### src/design/point_record_xyz_extractor_macros.svh
// Assertion macros shared by the point record extractor RTL.
// Depends on nothing; included by files that carry assertions.
`ifndef POINT_RECORD_XYZ_EXTRACTOR_MACROS_SVH
`define POINT_RECORD_XYZ_EXTRACTOR_MACROS_SVH

// Condition implies consequence in the same cycle.
`define PRX_ASSERT_NOW(label, clk, rst, cond, cons) \
   label: assert property (@(posedge clk) disable iff (rst) (cond) |-> (cons)) \
      else $error("assertion failed");

// Condition implies consequence in the next cycle.
`define PRX_ASSERT_NEXT(label, clk, rst, cond, cons) \
   label: assert property (@(posedge clk) disable iff (rst) (cond) |=> (cons)) \
      else $error("assertion failed");

`endif

### src/design/prx_pkg.sv
// Shared types, type codes and helpers of the point record extractor.
// Depends on nothing.
`timescale 1ns / 1ps
package prx_pkg;

   localparam int MAX_POINT_BYTES = 64;
   localparam int QUEUE_DEPTH     = 4;
   localparam logic [31:0] NO_COLOR_BITS = 32'h7fc0_0000;
   localparam logic [3:0]  COLOR_BYTES   = 4'd4;

   localparam logic [7:0] TYPE_INT8    = 8'd1;
   localparam logic [7:0] TYPE_UINT8   = 8'd2;
   localparam logic [7:0] TYPE_INT16   = 8'd3;
   localparam logic [7:0] TYPE_UINT16  = 8'd4;
   localparam logic [7:0] TYPE_INT32   = 8'd5;
   localparam logic [7:0] TYPE_UINT32  = 8'd6;
   localparam logic [7:0] TYPE_FLOAT32 = 8'd7;
   localparam logic [7:0] TYPE_FLOAT64 = 8'd8;

   // Configuration register indexes.
   localparam logic [2:0] REG_RECORD_BYTES  = 3'd0;
   localparam logic [2:0] REG_X_OFFSET      = 3'd1;
   localparam logic [2:0] REG_Y_OFFSET      = 3'd2;
   localparam logic [2:0] REG_Z_OFFSET      = 3'd3;
   localparam logic [2:0] REG_COORD_TYPES   = 3'd4;
   localparam logic [2:0] REG_COLOR_OFFSET  = 3'd5;
   localparam logic [2:0] REG_COLOR_PRESENT = 3'd6;
   localparam logic [2:0] REG_POINT_LIMIT   = 3'd7;

   // One complete record as it travels from the front to the back.
   typedef struct packed {
      logic [63:0] x_raw;
      logic [63:0] y_raw;
      logic [63:0] z_raw;
      logic [31:0] color;
      logic [31:0] index;
   } record_type;

   typedef struct packed {
      logic full;
      logic empty;
   } queue_status_type;

   function automatic logic [3:0] type_size(input logic [7:0] code);
      logic [3:0] size;
      case (code)
         TYPE_INT8, TYPE_UINT8:                 size = 4'd1;
         TYPE_INT16, TYPE_UINT16:               size = 4'd2;
         TYPE_INT32, TYPE_UINT32, TYPE_FLOAT32: size = 4'd4;
         TYPE_FLOAT64:                          size = 4'd8;
         default:                               size = 4'd0;
      endcase
      return size;
   endfunction

endpackage

### src/design/prx_front.sv
// Front end: byte position tracking, field capture and record classification.
// Depends on prx_pkg.
`timescale 1ns / 1ps
module prx_front #(
   parameter int MaxPointBytes = prx_pkg::MAX_POINT_BYTES
) (
   input  logic                   clock,
   input  logic                   reset,
   input  logic                   accept,
   input  logic [7:0]             data_byte,
   input  logic                   cloud_start,
   input  logic [6:0]             record_bytes,
   input  logic [6:0]             x_offset,
   input  logic [6:0]             y_offset,
   input  logic [6:0]             z_offset,
   input  logic [23:0]            coord_types,
   input  logic [6:0]             color_offset,
   input  logic                   color_present,
   input  logic [31:0]            point_limit,
   output logic                   push,
   output prx_pkg::record_type    record
);

   localparam int PW = (MaxPointBytes > 1) ? $clog2(MaxPointBytes) : 1;

   logic [PW-1:0] pos_ff, pos_in;
   logic [31:0]   emitted_ff, emitted_in, emitted_cur;
   logic [63:0]   x_raw_ff, x_raw_in, y_raw_ff, y_raw_in, z_raw_ff, z_raw_in;
   logic [31:0]   color_raw_ff, color_raw_in;
   logic [31:0]   pos32, dx, dy, dz, dc;
   logic          step_ok, last, coords_ok, color_ok;

   function automatic logic fits(input logic [6:0] step, input logic [6:0] off,
                                 input logic [3:0] size);
      return (step != 7'd0) && ({1'b0, off} + {4'd0, size} <= {1'b0, step});
   endfunction

   always_comb begin
      pos32       = cloud_start ? 32'd0 : 32'(pos_ff);
      emitted_cur = cloud_start ? 32'd0 : emitted_ff;
      step_ok     = (record_bytes != 7'd0) && (32'(record_bytes) <= 32'(MaxPointBytes));
      dx = pos32 - 32'(x_offset);
      dy = pos32 - 32'(y_offset);
      dz = pos32 - 32'(z_offset);
      dc = pos32 - 32'(color_offset);
      x_raw_in     = x_raw_ff;
      y_raw_in     = y_raw_ff;
      z_raw_in     = z_raw_ff;
      color_raw_in = color_raw_ff;
      if (accept && step_ok) begin
         if (pos32 >= 32'(x_offset) && dx < 32'd8) begin
            x_raw_in[8*dx[2:0] +: 8] = data_byte;
         end
         if (pos32 >= 32'(y_offset) && dy < 32'd8) begin
            y_raw_in[8*dy[2:0] +: 8] = data_byte;
         end
         if (pos32 >= 32'(z_offset) && dz < 32'd8) begin
            z_raw_in[8*dz[2:0] +: 8] = data_byte;
         end
         if (pos32 >= 32'(color_offset) && dc < 32'(prx_pkg::COLOR_BYTES)) begin
            color_raw_in[8*dc[1:0] +: 8] = data_byte;
         end
      end
      last      = (pos32 + 32'd1) >= 32'(record_bytes);
      coords_ok = fits(record_bytes, x_offset, prx_pkg::type_size(coord_types[7:0]))
               && fits(record_bytes, y_offset, prx_pkg::type_size(coord_types[15:8]))
               && fits(record_bytes, z_offset, prx_pkg::type_size(coord_types[23:16]));
      color_ok  = color_present && fits(record_bytes, color_offset, prx_pkg::COLOR_BYTES);
      push      = accept && step_ok && last && coords_ok && (emitted_cur < point_limit);

      pos_in     = pos_ff;
      emitted_in = emitted_ff;
      if (accept) begin
         emitted_in = push ? emitted_cur + 32'd1 : emitted_cur;
         if (!step_ok || last) begin
            pos_in = '0;
         end else begin
            pos_in = PW'(pos32 + 32'd1);
         end
      end

      record.x_raw = x_raw_in;
      record.y_raw = y_raw_in;
      record.z_raw = z_raw_in;
      record.color = color_ok ? color_raw_in : prx_pkg::NO_COLOR_BITS;
      record.index = emitted_cur;
   end

   always_ff @(posedge clock) begin
      if (reset) begin
         pos_ff       <= '0;
         emitted_ff   <= '0;
         x_raw_ff     <= '0;
         y_raw_ff     <= '0;
         z_raw_ff     <= '0;
         color_raw_ff <= '0;
      end else begin
         pos_ff       <= pos_in;
         emitted_ff   <= emitted_in;
         x_raw_ff     <= x_raw_in;
         y_raw_ff     <= y_raw_in;
         z_raw_ff     <= z_raw_in;
         color_raw_ff <= color_raw_in;
      end
   end

endmodule

### src/design/prx_fifo.sv
// Short record queue between the front and back ends.
// Depends on prx_pkg and the assertion macro header.
`timescale 1ns / 1ps
`include "point_record_xyz_extractor_macros.svh"
module prx_fifo (
   input  logic                        clock,
   input  logic                        reset,
   input  logic                        push,
   input  prx_pkg::record_type         push_data,
   input  logic                        pop,
   output prx_pkg::record_type         head,
   output prx_pkg::queue_status_type   status
);

   localparam int Depth = prx_pkg::QUEUE_DEPTH;
   localparam int AW    = $clog2(Depth);

   prx_pkg::record_type entry_ff [Depth];
   logic [AW-1:0] wr_ptr_ff, wr_ptr_in, rd_ptr_ff, rd_ptr_in;
   logic [AW:0]   count_ff, count_in;

   always_comb begin
      wr_ptr_in = push ? wr_ptr_ff + AW'(1) : wr_ptr_ff;
      rd_ptr_in = pop  ? rd_ptr_ff + AW'(1) : rd_ptr_ff;
      count_in  = count_ff + (AW+1)'(push) - (AW+1)'(pop);
      status.full  = (count_ff == (AW+1)'(Depth));
      status.empty = (count_ff == '0);
      head = entry_ff[rd_ptr_ff];
   end

   always_ff @(posedge clock) begin
      if (reset) begin
         wr_ptr_ff <= '0;
         rd_ptr_ff <= '0;
         count_ff  <= '0;
      end else begin
         wr_ptr_ff <= wr_ptr_in;
         rd_ptr_ff <= rd_ptr_in;
         count_ff  <= count_in;
      end
   end

   always_ff @(posedge clock) begin
      if (push) begin
         entry_ff[wr_ptr_ff] <= push_data;
      end
   end

   `PRX_ASSERT_NOW(a_no_push_full, clock, reset, push, !status.full)
   `PRX_ASSERT_NOW(a_no_pop_empty, clock, reset, pop, !status.empty)
   `PRX_ASSERT_NEXT(a_push_fills, clock, reset, push && !pop, !status.empty)

endmodule

### src/design/prx_back.sv
// Back end: widens integers to double form, rounds doubles to float32, passes
// float32 through and holds the result register. Depends on prx_pkg.
`timescale 1ns / 1ps
module prx_back (
   input  logic                        clock,
   input  logic                        reset,
   input  prx_pkg::record_type         head,
   input  prx_pkg::queue_status_type   status,
   input  logic [23:0]                 coord_types,
   output logic                        pop,
   output logic                        rsp_valid,
   input  logic                        rsp_stall,
   output logic [31:0]                 rsp_x_bits,
   output logic [31:0]                 rsp_y_bits,
   output logic [31:0]                 rsp_z_bits,
   output logic [31:0]                 rsp_color_bits,
   output logic [31:0]                 rsp_point_index
);

   // Bit 64 marks a float32 already in its final form in bits 31:0.
   function automatic logic [64:0] widen(input logic [63:0] raw, input logic [7:0] t);
      logic signed [32:0] v;
      logic        [31:0] mag, norm;
      logic        [4:0]  msb;
      logic        [31:0] w;
      logic        [64:0] res;
      v   = '0;
      res = '0;
      w   = raw[31:0];
      case (t)
         prx_pkg::TYPE_INT8:   v = 33'(signed'(raw[7:0]));
         prx_pkg::TYPE_UINT8:  v = {25'd0, raw[7:0]};
         prx_pkg::TYPE_INT16:  v = 33'(signed'(raw[15:0]));
         prx_pkg::TYPE_UINT16: v = {17'd0, raw[15:0]};
         prx_pkg::TYPE_INT32:  v = 33'(signed'(raw[31:0]));
         prx_pkg::TYPE_UINT32: v = {1'b0, raw[31:0]};
         default:              v = '0;
      endcase
      mag = v[32] ? 32'(-v) : v[31:0];
      msb = '0;
      for (int i = 0; i < 32; i++) begin
         if (mag[i]) msb = 5'(i);
      end
      norm = mag << (5'd31 - msb);
      case (t)
         prx_pkg::TYPE_FLOAT32: begin
            if (w[30:23] == 8'hff && w[22:0] != '0) w[22] = 1'b1;
            res = {1'b1, 32'd0, w};
         end
         prx_pkg::TYPE_FLOAT64: res = {1'b0, raw};
         default: begin
            if (mag != '0) begin
               res = {1'b0, v[32], 11'(11'd1023 + 11'(msb)), norm[30:0], 21'd0};
            end
         end
      endcase
      return res;
   endfunction

   function automatic logic [31:0] narrow(input logic [63:0] b);
      logic        sign, normal, inc;
      logic [10:0] ex;
      logic [51:0] man;
      logic [52:0] m, keep;
      logic [5:0]  shamt;
      logic [107:0] wide;
      logic [30:0] base;
      logic [31:0] res;
      sign   = b[63];
      ex     = b[62:52];
      man    = b[51:0];
      m      = {1'b1, man};
      normal = (ex >= 11'd897);
      shamt  = normal ? 6'd29 : 6'(11'd926 - ex);
      wide   = {m, 55'd0} >> shamt;
      keep   = wide[107:55];
      inc    = wide[54] && ((|wide[53:0]) || keep[0]);
      base   = normal ? {8'(ex - 11'd896), keep[22:0]} : {8'd0, keep[22:0]};
      if (ex == 11'h7ff) begin
         res = (man == '0) ? {sign, 31'h7f80_0000} : {sign, 8'hff, 1'b1, man[50:29]};
      end else if (ex == 11'd0 || ex <= 11'd871) begin
         res = {sign, 31'd0};
      end else if (ex >= 11'd1151) begin
         res = {sign, 31'h7f80_0000};
      end else begin
         res = {sign, base + 31'(inc)};
      end
      return res;
   endfunction

   function automatic logic [31:0] finish(input logic [64:0] a);
      return a[64] ? a[31:0] : narrow(a[63:0]);
   endfunction

   logic        a_valid_ff, a_valid_in;
   logic [64:0] a_x_ff, a_y_ff, a_z_ff;
   logic [31:0] a_color_ff, a_index_ff;
   logic        out_en, a_en;

   always_comb begin
      out_en     = !rsp_valid || !rsp_stall;
      a_en       = !a_valid_ff || out_en;
      pop        = a_en && !status.empty;
      a_valid_in = a_en ? !status.empty : a_valid_ff;
   end

   always_ff @(posedge clock) begin
      if (reset) begin
         a_valid_ff <= 1'b0;
         rsp_valid  <= 1'b0;
      end else begin
         a_valid_ff <= a_valid_in;
         if (out_en) rsp_valid <= a_valid_ff;
      end
   end

   always_ff @(posedge clock) begin
      if (pop) begin
         a_x_ff     <= widen(head.x_raw, coord_types[7:0]);
         a_y_ff     <= widen(head.y_raw, coord_types[15:8]);
         a_z_ff     <= widen(head.z_raw, coord_types[23:16]);
         a_color_ff <= head.color;
         a_index_ff <= head.index;
      end
      if (out_en && a_valid_ff) begin
         rsp_x_bits      <= finish(a_x_ff);
         rsp_y_bits      <= finish(a_y_ff);
         rsp_z_bits      <= finish(a_z_ff);
         rsp_color_bits  <= a_color_ff;
         rsp_point_index <= a_index_ff;
      end
   end

endmodule

### src/design/point_record_xyz_extractor.sv
// Top level of the point record extractor: configuration registers and the
// front end, record queue and back end. Depends on prx_pkg and its modules.
//
// Usage. The request channel carries one byte of a point-cloud data buffer
// per transfer (req_data_byte), with req_cloud_start high on the first byte
// of a new cloud. Records are a configured number of bytes long; multi-byte
// fields are little-endian. On the last byte of each complete record whose
// coordinate fields fit, and while fewer than point_limit records of the
// cloud were queued, one response transfer carries x, y and z as float32
// patterns, the colour bytes (or the quiet NaN pattern when colour is off
// or its field does not fit) and the index. Throughput: one byte per cycle,
// sustained while the queue is not full. The last byte of a record reaches
// rsp_valid through the record queue, the widening and the rounding stage.
// When the receiver stalls, the output register holds its transfer; records
// pile up in the four-entry queue and req_stall rises only when it is full.
// Reset (synchronous, active high) clears all registers but the queue entries
// and data registers. Configuration uses csr_write_en, csr_index and
// csr_wdata; the user must write it only while the block is idle (not enforced).
`timescale 1ns / 1ps
module point_record_xyz_extractor #(
   parameter int MaxPointBytes = prx_pkg::MAX_POINT_BYTES
) (
   input  logic        clock,
   input  logic        reset,
   input  logic        req_valid,
   output logic        req_stall,
   input  logic [7:0]  req_data_byte,
   input  logic        req_cloud_start,
   output logic        rsp_valid,
   input  logic        rsp_stall,
   output logic [31:0] rsp_x_bits,
   output logic [31:0] rsp_y_bits,
   output logic [31:0] rsp_z_bits,
   output logic [31:0] rsp_color_bits,
   output logic [31:0] rsp_point_index,
   input  logic        csr_write_en,
   input  logic [2:0]  csr_index,
   input  logic [31:0] csr_wdata
);

   logic [6:0]  record_bytes_ff, x_offset_ff, y_offset_ff, z_offset_ff, color_offset_ff;
   logic [23:0] coord_types_ff;
   logic        color_present_ff;
   logic [31:0] point_limit_ff;

   logic                      accept, push, pop;
   prx_pkg::record_type       record, head;
   prx_pkg::queue_status_type status;

   // The request side is held off only while the queue is full.
   assign req_stall = status.full;
   assign accept    = req_valid && !req_stall;

   always_ff @(posedge clock) begin
      if (reset) begin
         record_bytes_ff  <= '0;
         x_offset_ff      <= '0;
         y_offset_ff      <= '0;
         z_offset_ff      <= '0;
         coord_types_ff   <= '0;
         color_offset_ff  <= '0;
         color_present_ff <= 1'b0;
         point_limit_ff   <= '0;
      end else if (csr_write_en) begin
         case (csr_index)
            prx_pkg::REG_RECORD_BYTES:  record_bytes_ff  <= csr_wdata[6:0];
            prx_pkg::REG_X_OFFSET:      x_offset_ff      <= csr_wdata[6:0];
            prx_pkg::REG_Y_OFFSET:      y_offset_ff      <= csr_wdata[6:0];
            prx_pkg::REG_Z_OFFSET:      z_offset_ff      <= csr_wdata[6:0];
            prx_pkg::REG_COORD_TYPES:   coord_types_ff   <= csr_wdata[23:0];
            prx_pkg::REG_COLOR_OFFSET:  color_offset_ff  <= csr_wdata[6:0];
            prx_pkg::REG_COLOR_PRESENT: color_present_ff <= csr_wdata[0];
            prx_pkg::REG_POINT_LIMIT:   point_limit_ff   <= csr_wdata;
            default: ;
         endcase
      end
   end

   prx_front #(.MaxPointBytes(MaxPointBytes)) u_front (
      .clock(clock), .reset(reset), .accept(accept),
      .data_byte(req_data_byte), .cloud_start(req_cloud_start),
      .record_bytes(record_bytes_ff), .x_offset(x_offset_ff), .y_offset(y_offset_ff),
      .z_offset(z_offset_ff), .coord_types(coord_types_ff),
      .color_offset(color_offset_ff), .color_present(color_present_ff),
      .point_limit(point_limit_ff), .push(push), .record(record)
   );

   prx_fifo u_queue (
      .clock(clock), .reset(reset), .push(push), .push_data(record),
      .pop(pop), .head(head), .status(status)
   );

   prx_back u_back (
      .clock(clock), .reset(reset), .head(head), .status(status),
      .coord_types(coord_types_ff), .pop(pop),
      .rsp_valid(rsp_valid), .rsp_stall(rsp_stall),
      .rsp_x_bits(rsp_x_bits), .rsp_y_bits(rsp_y_bits), .rsp_z_bits(rsp_z_bits),
      .rsp_color_bits(rsp_color_bits), .rsp_point_index(rsp_point_index)
   );

endmodule

### config.mk
export PLATFORM = sky130hd
export DESIGN_NAME = point_record_xyz_extractor
export DESIGN_NICKNAME = d
export VERILOG_FILES = /design/src/design/prx_pkg.sv /design/src/design/prx_front.sv /design/src/design/prx_fifo.sv /design/src/design/prx_back.sv /design/src/design/point_record_xyz_extractor.sv
export VERILOG_INCLUDE_DIRS = /design/src /design/src/design
export SDC_FILE = /design/constraint.sdc
export NUM_CORES = 2
export LEC_CHECK = 0
export BUFFER_PORTS_ARGS = -buffer_cell sky130_fd_sc_hd__buf_2
export CELL_PAD_IN_SITES_DETAIL_PLACEMENT = 0
export CELL_PAD_IN_SITES_GLOBAL_PLACEMENT = 2
export CORE_MARGIN = 2
export CORE_UTILIZATION = 45
export CTS_CLUSTER_DIAMETER = 200
export DETAILED_ROUTE_END_ITERATION = 12
export PLACE_DENSITY_LB_ADDON = 0.2
export RECOVER_POWER = 25
export SYNTH_ARGS = -nofsm -noshare
export SYNTH_HDL_FRONTEND = slang
export SYNTH_HIERARCHICAL = 1
export SYNTH_SLANG_ARGS = --single-unit
### constraint.sdc
create_clock -name clock -period 23.2 [get_ports clock]
set_clock_uncertainty 0.1 [all_clocks]
set_input_delay 5.8 -clock clock [delete_from_list [all_inputs] [get_ports clock]]
set_output_delay 5.8 -clock clock [all_outputs]
set_load 0.005 [all_outputs]
==> results.md <==
- Outcome: finished with violations
- Failing checks: max-capacitance violations, max-slew violations
- Relative slew slack: -452%
- Most frequent cells in the layout: edfxtp_1 (1443), nand2_1 (573), mux2i_1 (571)
- GRT Util Overall: 27.5%
- Xor/xnor share of the synthesized area: 1.42%
- Post-CTS resize count: 0
- Synth top area cells: edfxtp_1 (44%), mux4_2 (9.0%), dfxtp_1 (7.4%), mux2i_1 (5.8%), mux2_2 (3.1%)
- HP Start: u_back/a_color_ff[30]
- Routed via count: 70200
- GRT Residual Overflow: 0
- Die Width: roughly 470 um
- Post-Syn Instances: 8015
- Final nets: 8280
- I/O Pins: 211
- Worst-path clk slew: 0.06 ns
- CP Max Fanout: 71
- Cell count of the worst reg-to-reg path: 17
- Crit path kind: reg -> reg
- Initial Util: 45.2%
- Pleak: 39.6 nW
- Crit-path max cell delay: 4.58 ns
- Register bit total from synthesis: about 1800
- Clk Latency, worst-skew pair: roughly 0.87 ns
- Worst Hold Depth: 0
- Synthesized cell area: roughly 99000 um2
- Clock sinks: ~1800
- Final Max Slew Viols: approximately 1200
- Largest net degree at the start of global routing: approximately 150
- VDD IR max: 0.272 mV
- H-tree depth: 4
- CP Launch Type: flip-flop
- Post-DP HPWL: 219000 um
- Initial antenna violation count: 7
- Minimum clock period: 15.62 ns
- Post-synthesis mux area share: 18.4%
- Worst Setup End Kind: flip-flop
- Number of flops mapped to enable cells by yosys: around 1400
- Routability cong.: 0.932
- Crit share post-route: 67.3%
- Synth Area in Simple Gates: between 10% and 20%
- Synthesized area per cell: around 12 um2
- Final wirelength: 314000 um
- Cell Pwr Density: 129 nW/um2
- Worst Tran Pin Value: just over 8 ns
- Largest family of logic cells by synthesized area: multiplexers
- Worst path arrival time: about 16 ns
- Max cap viols: 25
- Drt initial violations: 7561
- Top_reg_cell synth: edfxtp_1
- Clk buf depth: 3
- Cell mode on critical path: nor2_1
- Share of layout cells above drive strength 1: between 15 and 20%
- Die Footprint: 224000 um2
- Post-Synth Adder-Cell Area: 2.07%
- Cts hold-fix bufs: 0
- Commonest non-fill, non-tap cell in the layout: edfxtp_1
- Rows: 172
- Synth top area share: 43.8%
- Avg WL per Cell: 28.3 um
- Sequential share of the synthesized area: 51.2%
- TritonCTS Buffers: around 190
- Port bufs: 210
- Fin util: 49.5%
- Req. time, crit path: 23.69 ns
- Fraction of registers with async set/reset: 0%
- Ys Warns: 6
- Fmax: 64.0 MHz
- Vias in the first global route: 68000
- Syn nets: 8223
- CTS tree: yes
- Slowest-stage cell, CP: clkbuf_1
- WHS: 0.311 ns
- DRT Pass-1 Iters: 6
- Synth Area in Compound Gates: 9.69%
- Via density: 6.31
- Root Buffer: clkbuf_16
- Area leader, netlist: edfxtp_1
- Core box area: ~220000 um2
- Worst min-delay path class: reg -> reg
- Antenna-violating nets left: 0
- DRC errors left: 0
- RSZ-0062 raised after global routing: false
- Filler cell count: approximately 19000
- Chip height: 473 um
- Critical path cell sequence: clkbuf_1 -> clkbuf_1 -> mux4_2 -> or4_1 -> o211ai_1 -> nand4_1 -> o31ai_1 -> nor2_1 -> o22ai_1 -> a31oi_1 -> nor3_1 -> nand3_1 -> nor2_1 -> nor2_1 -> a22oi_1 -> o21ai_0 -> or3_1
- Post-CTS setup buffer count: 0
- Post-route setup TNS: 0 ns
- Unique masters post-synth: 127
- Final Setup Violations: 0
- First-pass GRT wire length: about 460000 um
- Area Growth Syn to Fin: 9.48%
- Final hold violations: 0
## flip-flops by register name, summed over array words and instances (netlist names), 64 cells and up, named ones only
register / count
u_back/a_y_ff: 65
u_back/a_z_ff: 65
u_back/a_x_ff: 65
u_front/z_raw_ff: 64
u_queue/entry_ff: 1024
u_front/x_raw_ff: 64
u_front/y_raw_ff: 64
## metrics by stage
step           instances  instance area [um2]  worst slack [ns]  power (W)
5_1_grt            11100               108000              5.74     0.0145
3_5_place_dp       10800               102000              9.18     0.0108
2_1_floorplan       8015                99000              1.55    0.00887
6_report           11100               108000              7.58     0.0139
3_3_place_gp       10800               102000              9.26     0.0108
4_1_cts            11100               109000             10.06     0.0139
## synth_stat cells, drive strengths merged (25+ instances only)
master and n:
a22o 31, xnor2 104, o21a 31, nand3 183, a21oi 353, clkbuf 268, and2 145, and3 73
o221ai 45, xor2 54, ha 151, and2b 56, nor2 430, nand2b 168, buf 215, a211oi 59
a21o 31, nand4 107, inv 210, dfxtp 365, a22oi 75, nand2 578, nor2b 224, nor3b 25
o22ai 48, or4 44, or2 36, o211ai 60, a221o 27, mux2i 573, a31oi 53, or3 50
mux4 407, nor4 143, edfxtp 1443, o21ai 268, nor3 183, mux2 284
## worst max-delay path: cells and delay by family (launching register included)
kind,cells,cell delay (ns)
AO/OA/AOI/OAI,6,1.74
AND/OR/NAND/NOR,8,4.12
flip-flops,1,1.82
buffers and inverters,2,6.54
multiplexers,1,0.92
## where the power goes
group | leakage (nW) | switching (W) | total, W | internal [W]
Clock | 3.12 | 0.00132 | 0.00308 | 0.00176
Combinational | 18.8 | 0.00403 | 0.00625 | 0.00222
Sequential | 17.7 | 0.000512 | 0.00460 | 0.00409
## final timing paths
kind / endpoint / slack, ns
setup / recovery: u_back/a_z_ff[44] / 7.58
hold / removal: u_back/rsp_color_bits[30] / 0.31
setup reg to reg: u_back/a_z_ff[44] / 7.58
hold reg to reg: u_back/rsp_color_bits[30] / 0.31
## final cells by class
type | instances | area [um2] | area share [%]
inverter | 214 | 803 | 0.741
antenna | 5 | 12.5 | 0.0115
tap | 2871 | 3590 | 3.31
clock inverter | 120 | 1290 | 1.19
clock buffer | 237 | 5110 | 4.72
timing repair buffer | 349 | 1920 | 1.77
multi-input combinational | 5510 | 45000 | 41.5
sequential | 1808 | 50600 | 46.7
## logic make-up (layout without fill, tap and decap cells)
logic type / count (synthesis) / after routing
and+or+nand+nor: 2539 / 2539
DFF: 1808 / 1808
AOI/OAI and AO/OA: 1389 / 1389
muxes: 1264 / 1264
buffers and inverters: 697 / 920
adders and majority gates: 159 / 159
xor gates and xnor gates: 159 / 159
other: 0 / 5
## metal layers
metal,routed length [um],track usage [%],part of all wire (%)
met1,140000,40.1,45
met5,0,0,0
met2,145000,43.1,46
met3,20600,3.49,6.6
met4,8260,7.62,2.6
Note: power is estimated with default switching activity, not from simulation.
